File: config.mk
export PLATFORM = sky130hd
export DESIGN_NAME = ordered_array_insert_delete_top_flat
export DESIGN_NICKNAME = d
export VERILOG_FILES = /design/src/rtl/core/oaid_pkg.sv /design/src/rtl/core/oaid_if.sv /design/src/rtl/core/oaid_ctrl.sv /design/src/rtl/core/oaid_dp.sv /design/src/rtl/core/ordered_array_insert_delete_top.sv /design/src/flat_wrapper.sv
export SDC_FILE = /design/constraint.sdc
export NUM_CORES = 1
export LEC_CHECK = 0
export ABC_AREA = 1
export ABC_CLOCK_PERIOD_IN_PS = 8600
export BUFFER_PORTS_ARGS = -buffer_cell sky130_fd_sc_hd__buf_2
export CORE_MARGIN = 4
export CORE_UTILIZATION = 35
export CTS_BUF_LIST = sky130_fd_sc_hd__clkbuf_4 sky130_fd_sc_hd__clkbuf_8
export DETAILED_ROUTE_END_ITERATION = 6
export GPL_ROUTABILITY_DRIVEN = 1
export PLACE_DENSITY = 0.53
export SLEW_MARGIN = 20
export SYNTH_ARGS = -nofsm -noshare
export SYNTH_HDL_FRONTEND = slang
export SYNTH_HIERARCHICAL = 1
export SYNTH_SLANG_ARGS = --single-unit
File: constraint.sdc
create_clock -name clk -period 8.6 [get_ports clk]
set_input_delay 0.86 -clock clk [delete_from_list [all_inputs] [get_ports clk]]
set_output_delay 0.86 -clock clk [all_outputs]
set_load 0.02 [all_outputs]
File: src/rtl/core/oaid_pkg.sv
// Shared types and constants for the ordered array insert/delete block.
// No dependencies; compile first.
`timescale 1ns / 1ps

package oaid_pkg;

  localparam int WORD_W = 32;
  localparam int POS_W  = 5;
  localparam int CNT_W  = 5;
  localparam int OP_W   = 2;
  localparam int ST_W   = 2;

  localparam logic [CNT_W-1:0] CAP_RESET = 5'd10;

  typedef enum logic [OP_W-1:0] {
    OP_READ   = 2'd0,
    OP_APPEND = 2'd1,
    OP_INSERT = 2'd2,
    OP_DELETE = 2'd3
  } op_t;

  typedef enum logic [ST_W-1:0] {
    ST_OK    = 2'd0,
    ST_FULL  = 2'd1,
    ST_RANGE = 2'd2
  } st_t;

  typedef enum logic {
    S_IDLE = 1'b0,
    S_EXEC = 1'b1
  } state_t;

  // controller -> datapath commands
  typedef struct packed {
    logic load;  // capture the incoming word
    logic exec;  // run the operation, update list, load result register
  } cmd_t;

endpackage

File: src/rtl/core/oaid_if.sv
// Valid/ready channel interfaces for request and result words.
// Depends on oaid_pkg.
`timescale 1ns / 1ps

interface oaid_req_if import oaid_pkg::*; ();
  logic                     valid;
  logic                     ready;
  logic [OP_W-1:0]          opcode;
  logic [POS_W-1:0]         position;
  logic signed [WORD_W-1:0] item_value;

  modport source (output valid, output opcode, output position, output item_value,
                  input ready);
  modport sink   (input valid, input opcode, input position, input item_value,
                  output ready);
endinterface

interface oaid_rsp_if import oaid_pkg::*; ();
  logic                     valid;
  logic                     ready;
  logic signed [WORD_W-1:0] data_out;
  logic [ST_W-1:0]          status;
  logic [CNT_W-1:0]         count_after;

  modport source (output valid, output data_out, output status, output count_after,
                  input ready);
  modport sink   (input valid, input data_out, input status, input count_after,
                  output ready);
endinterface

File: src/rtl/core/oaid_ctrl.sv
// Controller FSM: request handshake, execute strobe, result valid flag.
// Depends on oaid_pkg.
`timescale 1ns / 1ps

module oaid_ctrl import oaid_pkg::*; (
  input  logic clk,
  input  logic rst_n,
  input  logic in_valid,
  output logic in_ready,
  output logic out_valid,
  input  logic out_ready,
  output cmd_t cmd
);

  state_t state_r, state_nxt;
  logic   out_valid_r, out_valid_nxt;
  logic   slot_free;

  // result register can take a new word this cycle
  assign slot_free = !out_valid_r || out_ready;

  always_comb begin
    state_nxt = state_r;
    case (state_r)
      S_IDLE: begin
        if (in_valid) state_nxt = S_EXEC;
      end
      S_EXEC: begin
        if (slot_free) state_nxt = S_IDLE;
      end
      default: state_nxt = S_IDLE;
    endcase
  end

  always_comb begin
    in_ready = 1'b0;
    cmd      = '0;
    case (state_r)
      S_IDLE: begin
        in_ready = 1'b1;
        cmd.load = in_valid;
      end
      S_EXEC: begin
        cmd.exec = slot_free;
      end
      default: ;
    endcase
  end

  always_comb begin
    if (cmd.exec) out_valid_nxt = 1'b1;
    else if (out_ready) out_valid_nxt = 1'b0;
    else out_valid_nxt = out_valid_r;
  end

  always_ff @(posedge clk) begin
    if (!rst_n) begin
      state_r     <= S_IDLE;
      out_valid_r <= 1'b0;
    end else begin
      state_r     <= state_nxt;
      out_valid_r <= out_valid_nxt;
    end
  end

  assign out_valid = out_valid_r;

endmodule

File: src/rtl/core/oaid_dp.sv
// Datapath: entry register file with parallel shift, count, limit, result register.
// Depends on oaid_pkg.
`timescale 1ns / 1ps

module oaid_dp import oaid_pkg::*; #(
  parameter int DEPTH = 16
) (
  input  logic                     clk,
  input  logic                     rst_n,
  input  cmd_t                     cmd,
  input  logic [OP_W-1:0]          opcode,
  input  logic [POS_W-1:0]         position,
  input  logic signed [WORD_W-1:0] item_value,
  input  logic                     cfg_we,
  input  logic [CNT_W-1:0]         cfg_wdata,
  output logic signed [WORD_W-1:0] data_out,
  output logic [ST_W-1:0]          status,
  output logic [CNT_W-1:0]         count_after
);

  localparam int AW    = (DEPTH > 1) ? $clog2(DEPTH) : 1;
  localparam int DW    = $clog2(DEPTH + 1);
  localparam int CW    = (DW > CNT_W) ? DW : CNT_W;
  localparam logic [CW-1:0] DEPTH_C = CW'(DEPTH);

  op_t                     op_r;
  logic [POS_W-1:0]        pos_r;
  logic signed [WORD_W-1:0] val_r;
  logic [CNT_W-1:0]        cap_r;
  // count is wide enough for the full depth; the result field wraps
  logic [CW-1:0]           count_r, count_nxt;
  logic signed [WORD_W-1:0] entries_r [DEPTH];
  logic signed [WORD_W-1:0] data_out_r;
  st_t                     status_r;
  logic [CNT_W-1:0]        count_after_r;

  logic [CW-1:0]           cnt_ext, pos_ext, cap_ext, limit;
  logic                    full, rd_ok;
  logic signed [WORD_W-1:0] rd_word;
  logic                    do_ins, do_del;
  logic [CW-1:0]           ins_pos;
  st_t                     st_c;
  logic signed [WORD_W-1:0] data_c;

  // request capture
  always_ff @(posedge clk) begin
    if (cmd.load) begin
      op_r  <= op_t'(opcode);
      pos_r <= position;
      val_r <= item_value;
    end
  end

  always_ff @(posedge clk) begin
    if (!rst_n) cap_r <= CAP_RESET;
    else if (cfg_we) cap_r <= cfg_wdata;
  end

  assign cnt_ext = count_r;
  assign pos_ext = CW'(pos_r);
  assign cap_ext = CW'(cap_r);
  assign limit   = (cap_ext < DEPTH_C) ? cap_ext : DEPTH_C;
  assign full    = cnt_ext >= limit;
  assign rd_ok   = pos_ext < cnt_ext;
  assign rd_word = entries_r[AW'(pos_r)];

  always_comb begin
    st_c    = ST_OK;
    data_c  = '0;
    do_ins  = 1'b0;
    do_del  = 1'b0;
    ins_pos = pos_ext;
    case (op_r)
      OP_READ: begin
        if (!rd_ok) st_c = ST_RANGE;
        else data_c = rd_word;
      end
      OP_APPEND: begin
        ins_pos = cnt_ext;
        if (full) st_c = ST_FULL;
        else do_ins = 1'b1;
      end
      OP_INSERT: begin
        if (pos_ext > cnt_ext) st_c = ST_RANGE;
        else if (full) st_c = ST_FULL;
        else do_ins = 1'b1;
      end
      OP_DELETE: begin
        if (!rd_ok) st_c = ST_RANGE;
        else begin
          data_c = rd_word;
          do_del = 1'b1;
        end
      end
      default: st_c = ST_OK;
    endcase
  end

  always_comb begin
    count_nxt = count_r;
    if (do_ins) count_nxt = count_r + CW'(1);
    else if (do_del) count_nxt = count_r - CW'(1);
  end

  // each entry picks its own next value: hold, new word, lower or upper neighbor
  for (genvar i = 0; i < DEPTH; i++) begin : g_entry
    localparam logic [CW-1:0] IDX = CW'(i);
    if (i == 0) begin : g_first
      always_ff @(posedge clk) begin
        if (cmd.exec) begin
          if (do_ins && IDX == ins_pos) entries_r[i] <= val_r;
          else if (do_del && IDX >= pos_ext && IDX + CW'(1) < cnt_ext)
            entries_r[i] <= entries_r[i+1];
        end
      end
    end else if (i == DEPTH - 1) begin : g_last
      always_ff @(posedge clk) begin
        if (cmd.exec) begin
          if (do_ins && IDX == ins_pos) entries_r[i] <= val_r;
          else if (do_ins && IDX > ins_pos && IDX <= cnt_ext)
            entries_r[i] <= entries_r[i-1];
        end
      end
    end else begin : g_mid
      always_ff @(posedge clk) begin
        if (cmd.exec) begin
          if (do_ins && IDX == ins_pos) entries_r[i] <= val_r;
          else if (do_ins && IDX > ins_pos && IDX <= cnt_ext)
            entries_r[i] <= entries_r[i-1];
          else if (do_del && IDX >= pos_ext && IDX + CW'(1) < cnt_ext)
            entries_r[i] <= entries_r[i+1];
        end
      end
    end
  end

  always_ff @(posedge clk) begin
    if (!rst_n) count_r <= '0;
    else if (cmd.exec) count_r <= count_nxt;
  end

  // result register
  always_ff @(posedge clk) begin
    if (cmd.exec) begin
      data_out_r    <= data_c;
      status_r      <= st_c;
      count_after_r <= CNT_W'(count_nxt);
    end
  end

  assign data_out    = data_out_r;
  assign status      = status_r;
  assign count_after = count_after_r;

endmodule

File: src/rtl/core/ordered_array_insert_delete_top.sv
// Top level of the ordered array insert/delete block.
// Depends on oaid_pkg, oaid_if, oaid_ctrl, oaid_dp.
//
// Usage:
//   in_ch  : request words {opcode, position, item_value}, valid/ready.
//            opcode 0 read, 1 append, 2 insert, 3 delete.
//   out_ch : one result word per request {data_out, status, count_after},
//            valid/ready. status 0 ok, 1 full, 2 index out of range.
//   cfg_we/cfg_wdata : capacity limit register (reset 10); effective
//            limit is min(capacity, DEPTH). Write only while idle.
// Timing:
//   A request is accepted when in_ch.valid && in_ch.ready. In the execute
//   state, once the result register is free, the whole list shifts in
//   parallel and the result register loads, and the result shows on out_ch.
//   One request is in flight at a time: the FSM accepts a request in the
//   idle state and executes it in the execute state before it takes another.
//   If out_ch stalls, the next request is still accepted; it then waits in
//   the execute state until the result register drains.
// Reset (rst_n, sync, active low): list empty, capacity back to 10, no
//   result pending. Entry contents are not cleared; unused slots are never
//   read.
`timescale 1ns / 1ps

module ordered_array_insert_delete_top import oaid_pkg::*; #(
  parameter int DEPTH = 16
) (
  input  logic              clk,
  input  logic              rst_n,
  oaid_req_if.sink          in_ch,
  oaid_rsp_if.source        out_ch,
  input  logic              cfg_we,
  input  logic [CNT_W-1:0]  cfg_wdata
);

  cmd_t cmd;

  oaid_ctrl u_ctrl (
    .clk       (clk),
    .rst_n     (rst_n),
    .in_valid  (in_ch.valid),
    .in_ready  (in_ch.ready),
    .out_valid (out_ch.valid),
    .out_ready (out_ch.ready),
    .cmd       (cmd)
  );

  oaid_dp #(.DEPTH(DEPTH)) u_dp (
    .clk         (clk),
    .rst_n       (rst_n),
    .cmd         (cmd),
    .opcode      (in_ch.opcode),
    .position    (in_ch.position),
    .item_value  (in_ch.item_value),
    .cfg_we      (cfg_we),
    .cfg_wdata   (cfg_wdata),
    .data_out    (out_ch.data_out),
    .status      (out_ch.status),
    .count_after (out_ch.count_after)
  );

endmodule

File: src/flat_wrapper.sv
// flat-port wrapper written by rule: the top's interface ports become plain ports
module ordered_array_insert_delete_top_flat import oaid_pkg::*;
#(
  parameter int DEPTH = 16
)
  (clk, rst_n, cfg_we, cfg_wdata, in_ch_valid, in_ch_opcode, in_ch_position, in_ch_item_value, in_ch_ready, out_ch_valid, out_ch_data_out, out_ch_status, out_ch_count_after, out_ch_ready);
  oaid_req_if in_ch_i ();
  oaid_rsp_if out_ch_i ();
  input  logic clk;
  input  logic rst_n;
  input  logic cfg_we;
  input  logic [CNT_W-1:0] cfg_wdata;
  input wire logic [$bits(in_ch_i.valid)-1:0] in_ch_valid;
  input wire logic [$bits(in_ch_i.opcode)-1:0] in_ch_opcode;
  input wire logic [$bits(in_ch_i.position)-1:0] in_ch_position;
  input wire logic [$bits(in_ch_i.item_value)-1:0] in_ch_item_value;
  output wire logic [$bits(in_ch_i.ready)-1:0] in_ch_ready;
  output wire logic [$bits(out_ch_i.valid)-1:0] out_ch_valid;
  output wire logic [$bits(out_ch_i.data_out)-1:0] out_ch_data_out;
  output wire logic [$bits(out_ch_i.status)-1:0] out_ch_status;
  output wire logic [$bits(out_ch_i.count_after)-1:0] out_ch_count_after;
  input wire logic [$bits(out_ch_i.ready)-1:0] out_ch_ready;
  assign in_ch_i.valid = in_ch_valid;
  assign in_ch_i.opcode = in_ch_opcode;
  assign in_ch_i.position = in_ch_position;
  assign in_ch_i.item_value = in_ch_item_value;
  assign in_ch_ready = in_ch_i.ready;
  assign out_ch_valid = out_ch_i.valid;
  assign out_ch_data_out = out_ch_i.data_out;
  assign out_ch_status = out_ch_i.status;
  assign out_ch_count_after = out_ch_i.count_after;
  assign out_ch_i.ready = out_ch_ready;
  ordered_array_insert_delete_top #(.DEPTH(DEPTH)) u_core (.clk(clk), .rst_n(rst_n), .in_ch(in_ch_i), .out_ch(out_ch_i), .cfg_we(cfg_we), .cfg_wdata(cfg_wdata));
endmodule
Yosys cells after proc, flatten, opt, wreduce, memory -nomap -nowiden --
Memories as Yosys holds them, arrays and structs flattened. A register that Yosys moved wholly into a read port is not among the register bits. Index checks and enable logic that the tools add are counted.
Storage, ports and cells: memories 1, flip-flop bits (word level) 58, bits in writable memories 512, logic and storage cells 442, bits of input ports 49, output and inout bits 41
Memories:
- u_core.u_dp.entries_r | depth 16, width 32, read ports 17, clocked after Yosys merged registers in 1, write ports 16, line oaid_dp.sv:32 | logic signed [WORD_W-1:0] entries_r [DEPTH];
Operators by class: reductions and logical operators 84, bitwise gates (word level) 31, equal/unequal tests 18, order comparisons 64, multiplexer cells 233, add/subtract/negate cells 2
Operators by type and width (count):
- 32-bit two-way mux | 30
- 1-bit two-way mux | 194
- 1-bit logical AND | 76
- 4-bit by 5-bit equality test with 1-bit output (first input constant) | 8
- 4-bit by 5-bit > comparator with 1-bit output (first input constant) | 8
- 4-bit by 5-bit <= comparator with 1-bit output (first input constant) | 8
- 4-bit by 5-bit less-than comparator with 1-bit output (first input constant) | 8
- 4-bit by 5-bit greater-or-equal comparator with 1-bit output (first input constant) | 7
- 1-bit bitwise OR | 30
- 3-bit by 5-bit equality test with 1-bit output (first input constant) | 4
- 3-bit by 5-bit greater-or-equal comparator with 1-bit output (first input constant) | 4
- 3-bit by 5-bit > comparator with 1-bit output (first input constant) | 4
- 3-bit by 5-bit <= comparator with 1-bit output (first input constant) | 4
- 3-bit by 5-bit less-than comparator with 1-bit output (first input constant) | 4
- 5-bit two-way mux | 4
- 2-bit by 5-bit equality test with 1-bit output (first input constant) | 2
- 1-bit by 5-bit greater-or-equal comparator with 1-bit output (first input constant) | 2
- 2-bit by 5-bit greater-or-equal comparator with 1-bit output (first input constant) | 2
- 2-bit by 5-bit > comparator with 1-bit output (first input constant) | 2
- 2-bit by 5-bit <= comparator with 1-bit output (first input constant) | 2
- 2-bit by 5-bit less-than comparator with 1-bit output (first input constant) | 2
- 2-bit one-hot mux with 3 select lines | 1
- 5-bit by 1-bit adder with 5-bit output (second input constant) | 1
- 1-bit by 5-bit equality test with 1-bit output (first input constant) | 1
- other kinds (20) | 24

Logic depth before layout (Yosys ltp) --
depth in word-level cells 14, depth in mapped cells 20, mapped depth without buffers 16

By module --
Netlist, hierarchy kept.
Modules (own cells, without submodules):
- oaid_dp | cells each 4431, area each 35865.6 sq um, instances 1, seq. area each 17917.2 sq um
- oaid_ctrl | cells each 12, area each 91.3 sq um, instances 1, seq. area each 40.0 sq um

Least setup slack after synthesis --
Ideal clock, no wire load.
path type input -> register, start input port out_ch_ready, end memory u_core.u_dp.entries_r[15][0] (enable), arrival time 4.584 ns, stages on the path 7, path buffers 3, library setup time 0.470 ns, required time 8.130 ns, slack 3.546 ns, cell sequence inv_1 -> a21oi_2 -> buf_4 -> clkbuf_1 -> clkbuf_1 -> nand2_1 -> o31ai_1
RTL lines:
- from (decl) | line flat_wrapper.sv:22 | input wire logic [$bits(out_ch_i.ready)-1:0] out_ch_ready;
- to (decl) | line oaid_dp.sv:32

==> results <==
- For this run, the detailed router's first-pass iteration total came to 6.
- The routed layout has 34,224 vias.
- Wires add up to 155 mm.
- The number of antenna violations at the first check in global routing is 5.
- Clock-pin slew was measured on the worst setup and hold paths at 0.06 ns.
- The critical path's largest stage delay is 1.01 ns.
- The final design instance area without fill is 0.0397 mm^2.
- Entering global routing, the biggest net connects 66 pins.
- The met3 demand-to-capacity share in global routing is 8.55%.
- The number of unique standard cell types used by synthesis is 51.
- The highest ir drop seen on vdd is 113 uV.
- The areal power density over the cells is 176 mW/mm^2.
- The fraction of post-synthesis cell area in the top cell type by area is 49.3%.
- The clock reaches the later pin of the worst-skew pair after 0.79 ns.
- The number of warning messages in the yosys log is 6.
- For this run, global-route usage on met1 was measured as 39.2%.
- The max-cap violation count is 0.
- After synthesis, the share of flip-flops with an asynchronous set or reset is 0%.
- The data arrival at the endpoint of the critical path is 5.99 ns.
- In this run, the number of DRC markers left after iteration 0 of detailed routing was 5,220.
- For this design, the CTS-stage hold fixing added 0 buffers.
- The number of routed nets with antenna violations is 0.
- The clock root buffer is clkbuf_8.
- The number of nets handed over by synthesis was 4,510.
- The synthesized area is 0.0360 mm^2.
- The synthesized design spends more area on one cell type than any other, namely edfxtp_1.
- For this design, the sink count on the clock tree is 602.
- For this run, design rule violations remaining after detail routing come to 0.
- The tightest min-delay check is of the in -> reg type.
- In this run the horizontal extent of the chip is 329 um.
- The fraction of the yosys area taken by sequential cells is 49.9%.
- Of all nets on the critical path, the largest fanout is 35.
- Before CTS, the worst setup slack after placement is 2.95 ns.
- The most used standard cell by instance count after synthesis is nand2_1.
- Setup violations remaining at the end of the flow were counted as 0.
- The top cell family by delay on the critical path is simple AND/OR/NAND/NOR gates.
- The worst setup margin is 2.78 ns.
- In this run the critical register-to-register path is launched from u_core/u_dp/cnt_ext[2].
- After floorplanning, the core was divided into 117 placement rows.
- The flow ran to the end, and the final reports show no timing, DRC or antenna violations.
- The fraction of layout instances using a drive strength above 1 is 10.7%.
- In this run the number of cells on the critical path is 13.
- The critical path goes through inv_1 -> ha_1 -> nand2_1 -> nand2_1 -> nand2_1 -> nand3_2 -> nand3_2 -> nand3_2 -> nor2_4 -> buf_4 -> nand2_2 -> nand3_2 -> nand3_2.
- The total setup buffers inserted after CTS is 0.
- Global routing consumed, on the met2 layer, 40.6% of the routing resources.
- The area growth from synthesis to final layout is 10.3%.
- Post-CTS repair changed the size of 0 cells.
- The worst slew margin relative to its limit is 21.4%.
- For this run, the leading register cell type out of synthesis is edfxtp_1.
- The number of ports placed on the die boundary is 90.
- Based on the critical path, the design can be clocked at up to 172 MHz.
- The final hold violation count is 0.
- The count of flip-flops with a built-in enable after synthesis is 590.
- The area of the die is 0.108 mm^2.
- The height of the die is 329 um.
- The number of standard cells after synthesis is 4,443.
- STA classifies the critical path startpoint as a flip-flop.
- TritonCTS built the clock tree.
- Adding up every negative setup slack in the final design gives 0 ns.
- In the post-synthesis netlist, the biggest area contributors are edfxtp_1 (49%), nand2_1 (15%), nand3_1 (5.8%).
- The maximum buffer depth of the clock tree is 3.
- For this run, the total global-route usage over all layers was measured as 27.9%.
- The dominant cell type by count on the critical path is nand3_2.
- The post-synthesis area per instance is 8.09 um^2.
- Routability-driven placement finished with a final weighted congestion of 0.911.
- Setup slack on the worst reg-to-reg path comes out at 2.78 ns.
- The required time of the worst setup path is 8.78 ns.
- Using the TritonRoute via totals, the vias-per-cell ratio works out to 5.84.
- The worst setup path is of the reg -> reg kind.
- In this run the critical register-to-register path is captured at u_core/u_dp/entries_r[1][29].
- Together, buffers and inverters on the worst path number 2.
- The number of buffers created by CTS is 112.
- Once placement finished, the instance area stood at 0.0375 mm^2.
- The initial core utilization is 35.3%.
- The H-tree was split into 3 levels.
- The number of port buffers is 89.
- The layer carrying the most global-route usage is met2.
- The depth of the worst hold-timing path is 1.
- The clock period could shrink to 5.82 ns.
- Dividing the detail-routed wire length by the instance count gives 26.4 um.
- Setup repair after global routing left no endpoint under its margin.
- The number of cells on the worst reg-to-reg path is 13.
- After floorplanning, the core was sized to cover 0.102 mm^2.
- The number of global-route vias before repair is 31,550.
- After the last flow step, the layout net total stands at 4,477.
- After synthesis, the most frequently instantiated cells are nand2_1 (1,395), edfxtp_1 (590), nand3_1 (415), inv_1 (327), o21ai_0 (314).
- The first global-routing pass estimated 223 mm of wire.
- In this run the worst setup path terminates at u_core/u_dp/entries_r[1][29].
- The final clock skew is 0.0515 ns.
- The overall overflow remaining after global route is 0.
- In the finished design, the share of the clock period the worst path needs comes to 67.6%.
- The count of final max-slew check failures is 0.
- The most critical setup path has its startpoint at u_core/u_dp/cnt_ext[2].
- The worst-path cell with the longest stage delay is nand3_2.
- The leakage power is 16.1 nW.
- After synthesis the netlist holds a flip-flop and latch count of 602.
- For the pin with the worst max-slew slack, the measured transition is 1.17 ns.
- The detailed placer's ending HPWL is 99.1 mm.
- The endpoint kind of the worst setup timing path is a flip-flop.
-- sequential cells by signal (all words and copies together), names as in the netlist --
signal                   cells
u_core/u_ctrl/out_valid      1
u_core/u_ctrl/state_r        1
u_core/u_dp/cap_ext          5
u_core/u_dp/cnt_ext          5
u_core/u_dp/count_after      5
u_core/u_dp/data_out        32
u_core/u_dp/entries_r      512
u_core/u_dp/op_r             2
u_core/u_dp/pos_ext          5
u_core/u_dp/status           2
u_core/u_dp/val_r           32
-- metrics by stage --
stage / util [%] / power [W] / std cells / hold WS, ns
3_3_place_gp: 36.8 / 0.00421 / 5664 / 0.446
3_5_place_dp: 36.8 / 0.00422 / 5664 / 0.450
6_report: 38.9 / 0.00697 / 5863 / 0.281
2_1_floorplan: - / 0.00388 / 4443 / 0.429
4_1_cts: 38.9 / 0.00700 / 5862 / 0.223
5_1_grt: 38.9 / 0.00723 / 5863 / 0.247
-- placed cells by master, fill, tap and decap left out, drive strengths merged --
| master | netlist | final |
|---|---|---|
| a211oi | 20 | 20 |
| a21boi | 3 | 3 |
| a21o | 1 | 1 |
| a21oi | 167 | 167 |
| a221oi | 1 | 1 |
| a22oi | 53 | 53 |
| a311oi | 12 | 12 |
| a31oi | 17 | 17 |
| and2 | 1 | 1 |
| buf | 167 | 185 |
| bufinv | 0 | 2 |
| clkbuf | 165 | 155 |
| clkinv | 32 | 71 |
| clkinvlp | 0 | 3 |
| dfxtp | 12 | 12 |
| diode | 0 | 1 |
| edfxtp | 590 | 590 |
| ha | 18 | 18 |
| inv | 352 | 351 |
| nand2 | 1410 | 1410 |
| nand3 | 421 | 421 |
| nand3b | 16 | 16 |
| nand4 | 133 | 133 |
| nor2 | 185 | 185 |
| nor3 | 20 | 20 |
| nor4 | 5 | 5 |
| o2111ai | 25 | 25 |
| o211ai | 90 | 90 |
| o21ai | 451 | 451 |
| o221ai | 4 | 4 |
| o22ai | 64 | 64 |
| o31ai | 2 | 2 |
| or2 | 1 | 1 |
| xor2 | 5 | 5 |
-- layout make-up --
cell class / count / area, um^2
Tap cell: 1368 / 1710
Clock inverter: 43 / 262
Antenna cell: 1 / 2.50
Clock buffer: 155 / 1880
Sequential cell: 602 / 18000
Inverter: 384 / 1450
Fill cell: 10586 / 62200
Timing Repair Buffer: 185 / 1180
Multi-Input combinational cell: 3125 / 15200
-- worst min-delay path by stage --
stage	from	endpoint	slack, ns
detailed placement	u_core/u_dp/cap_ext[0]	u_core/u_dp/cap_ext[0]	0.45
finish	in_ch_position[2]	u_core/u_dp/pos_ext[2]	0.28
floorplan	u_core/u_dp/cap_ext[1]	u_core/u_dp/cap_ext[1]	0.43
global placement	u_core/u_dp/cap_ext[0]	u_core/u_dp/cap_ext[0]	0.45
global route	in_ch_item_value[19]	u_core/u_dp/val_r[19]	0.25
CTS	in_ch_position[2]	u_core/u_dp/pos_ext[2]	0.22
-- worst register-to-register path: cells and delay by family, from the launching register on --
kind | cells | cell delay, ns
simple gates | 10 | 3.50
buf+inv | 2 | 0.76
fa+ha+maj | 1 | 0.39
flops | 1 | 0.57
-- routing by layer --
metal	up-vias	wire, um	part of all wire [%]
li1	15299	-	-
met4	4	5620	3.6
met5	-	21	0.014
met3	311	20600	13
met2	2264	64800	42
met1	16346	63700	41
-- logic make-up after synthesis --
group / after synthesis / synth area share (%)
AO/OA/AOI/OAI: 910 / 14.9
flip-flops: 602 / 49.9
adder cells (fa/ha/maj): 18 / 0.626
buffers and inverters: 716 / 8.33
XOR/XNOR: 5 / 0.122
AND/OR/NAND/NOR: 2192 / 26.1
-- power by group --
part           internal [W]  total (W)  switching (W)  leakage [nW]
combinational      0.000224   0.000834       0.000610          9.55
clock               0.00146    0.00279        0.00132          1.14
sequential          0.00328    0.00335      0.0000709          5.44
(Power assumes the default switching activity.)
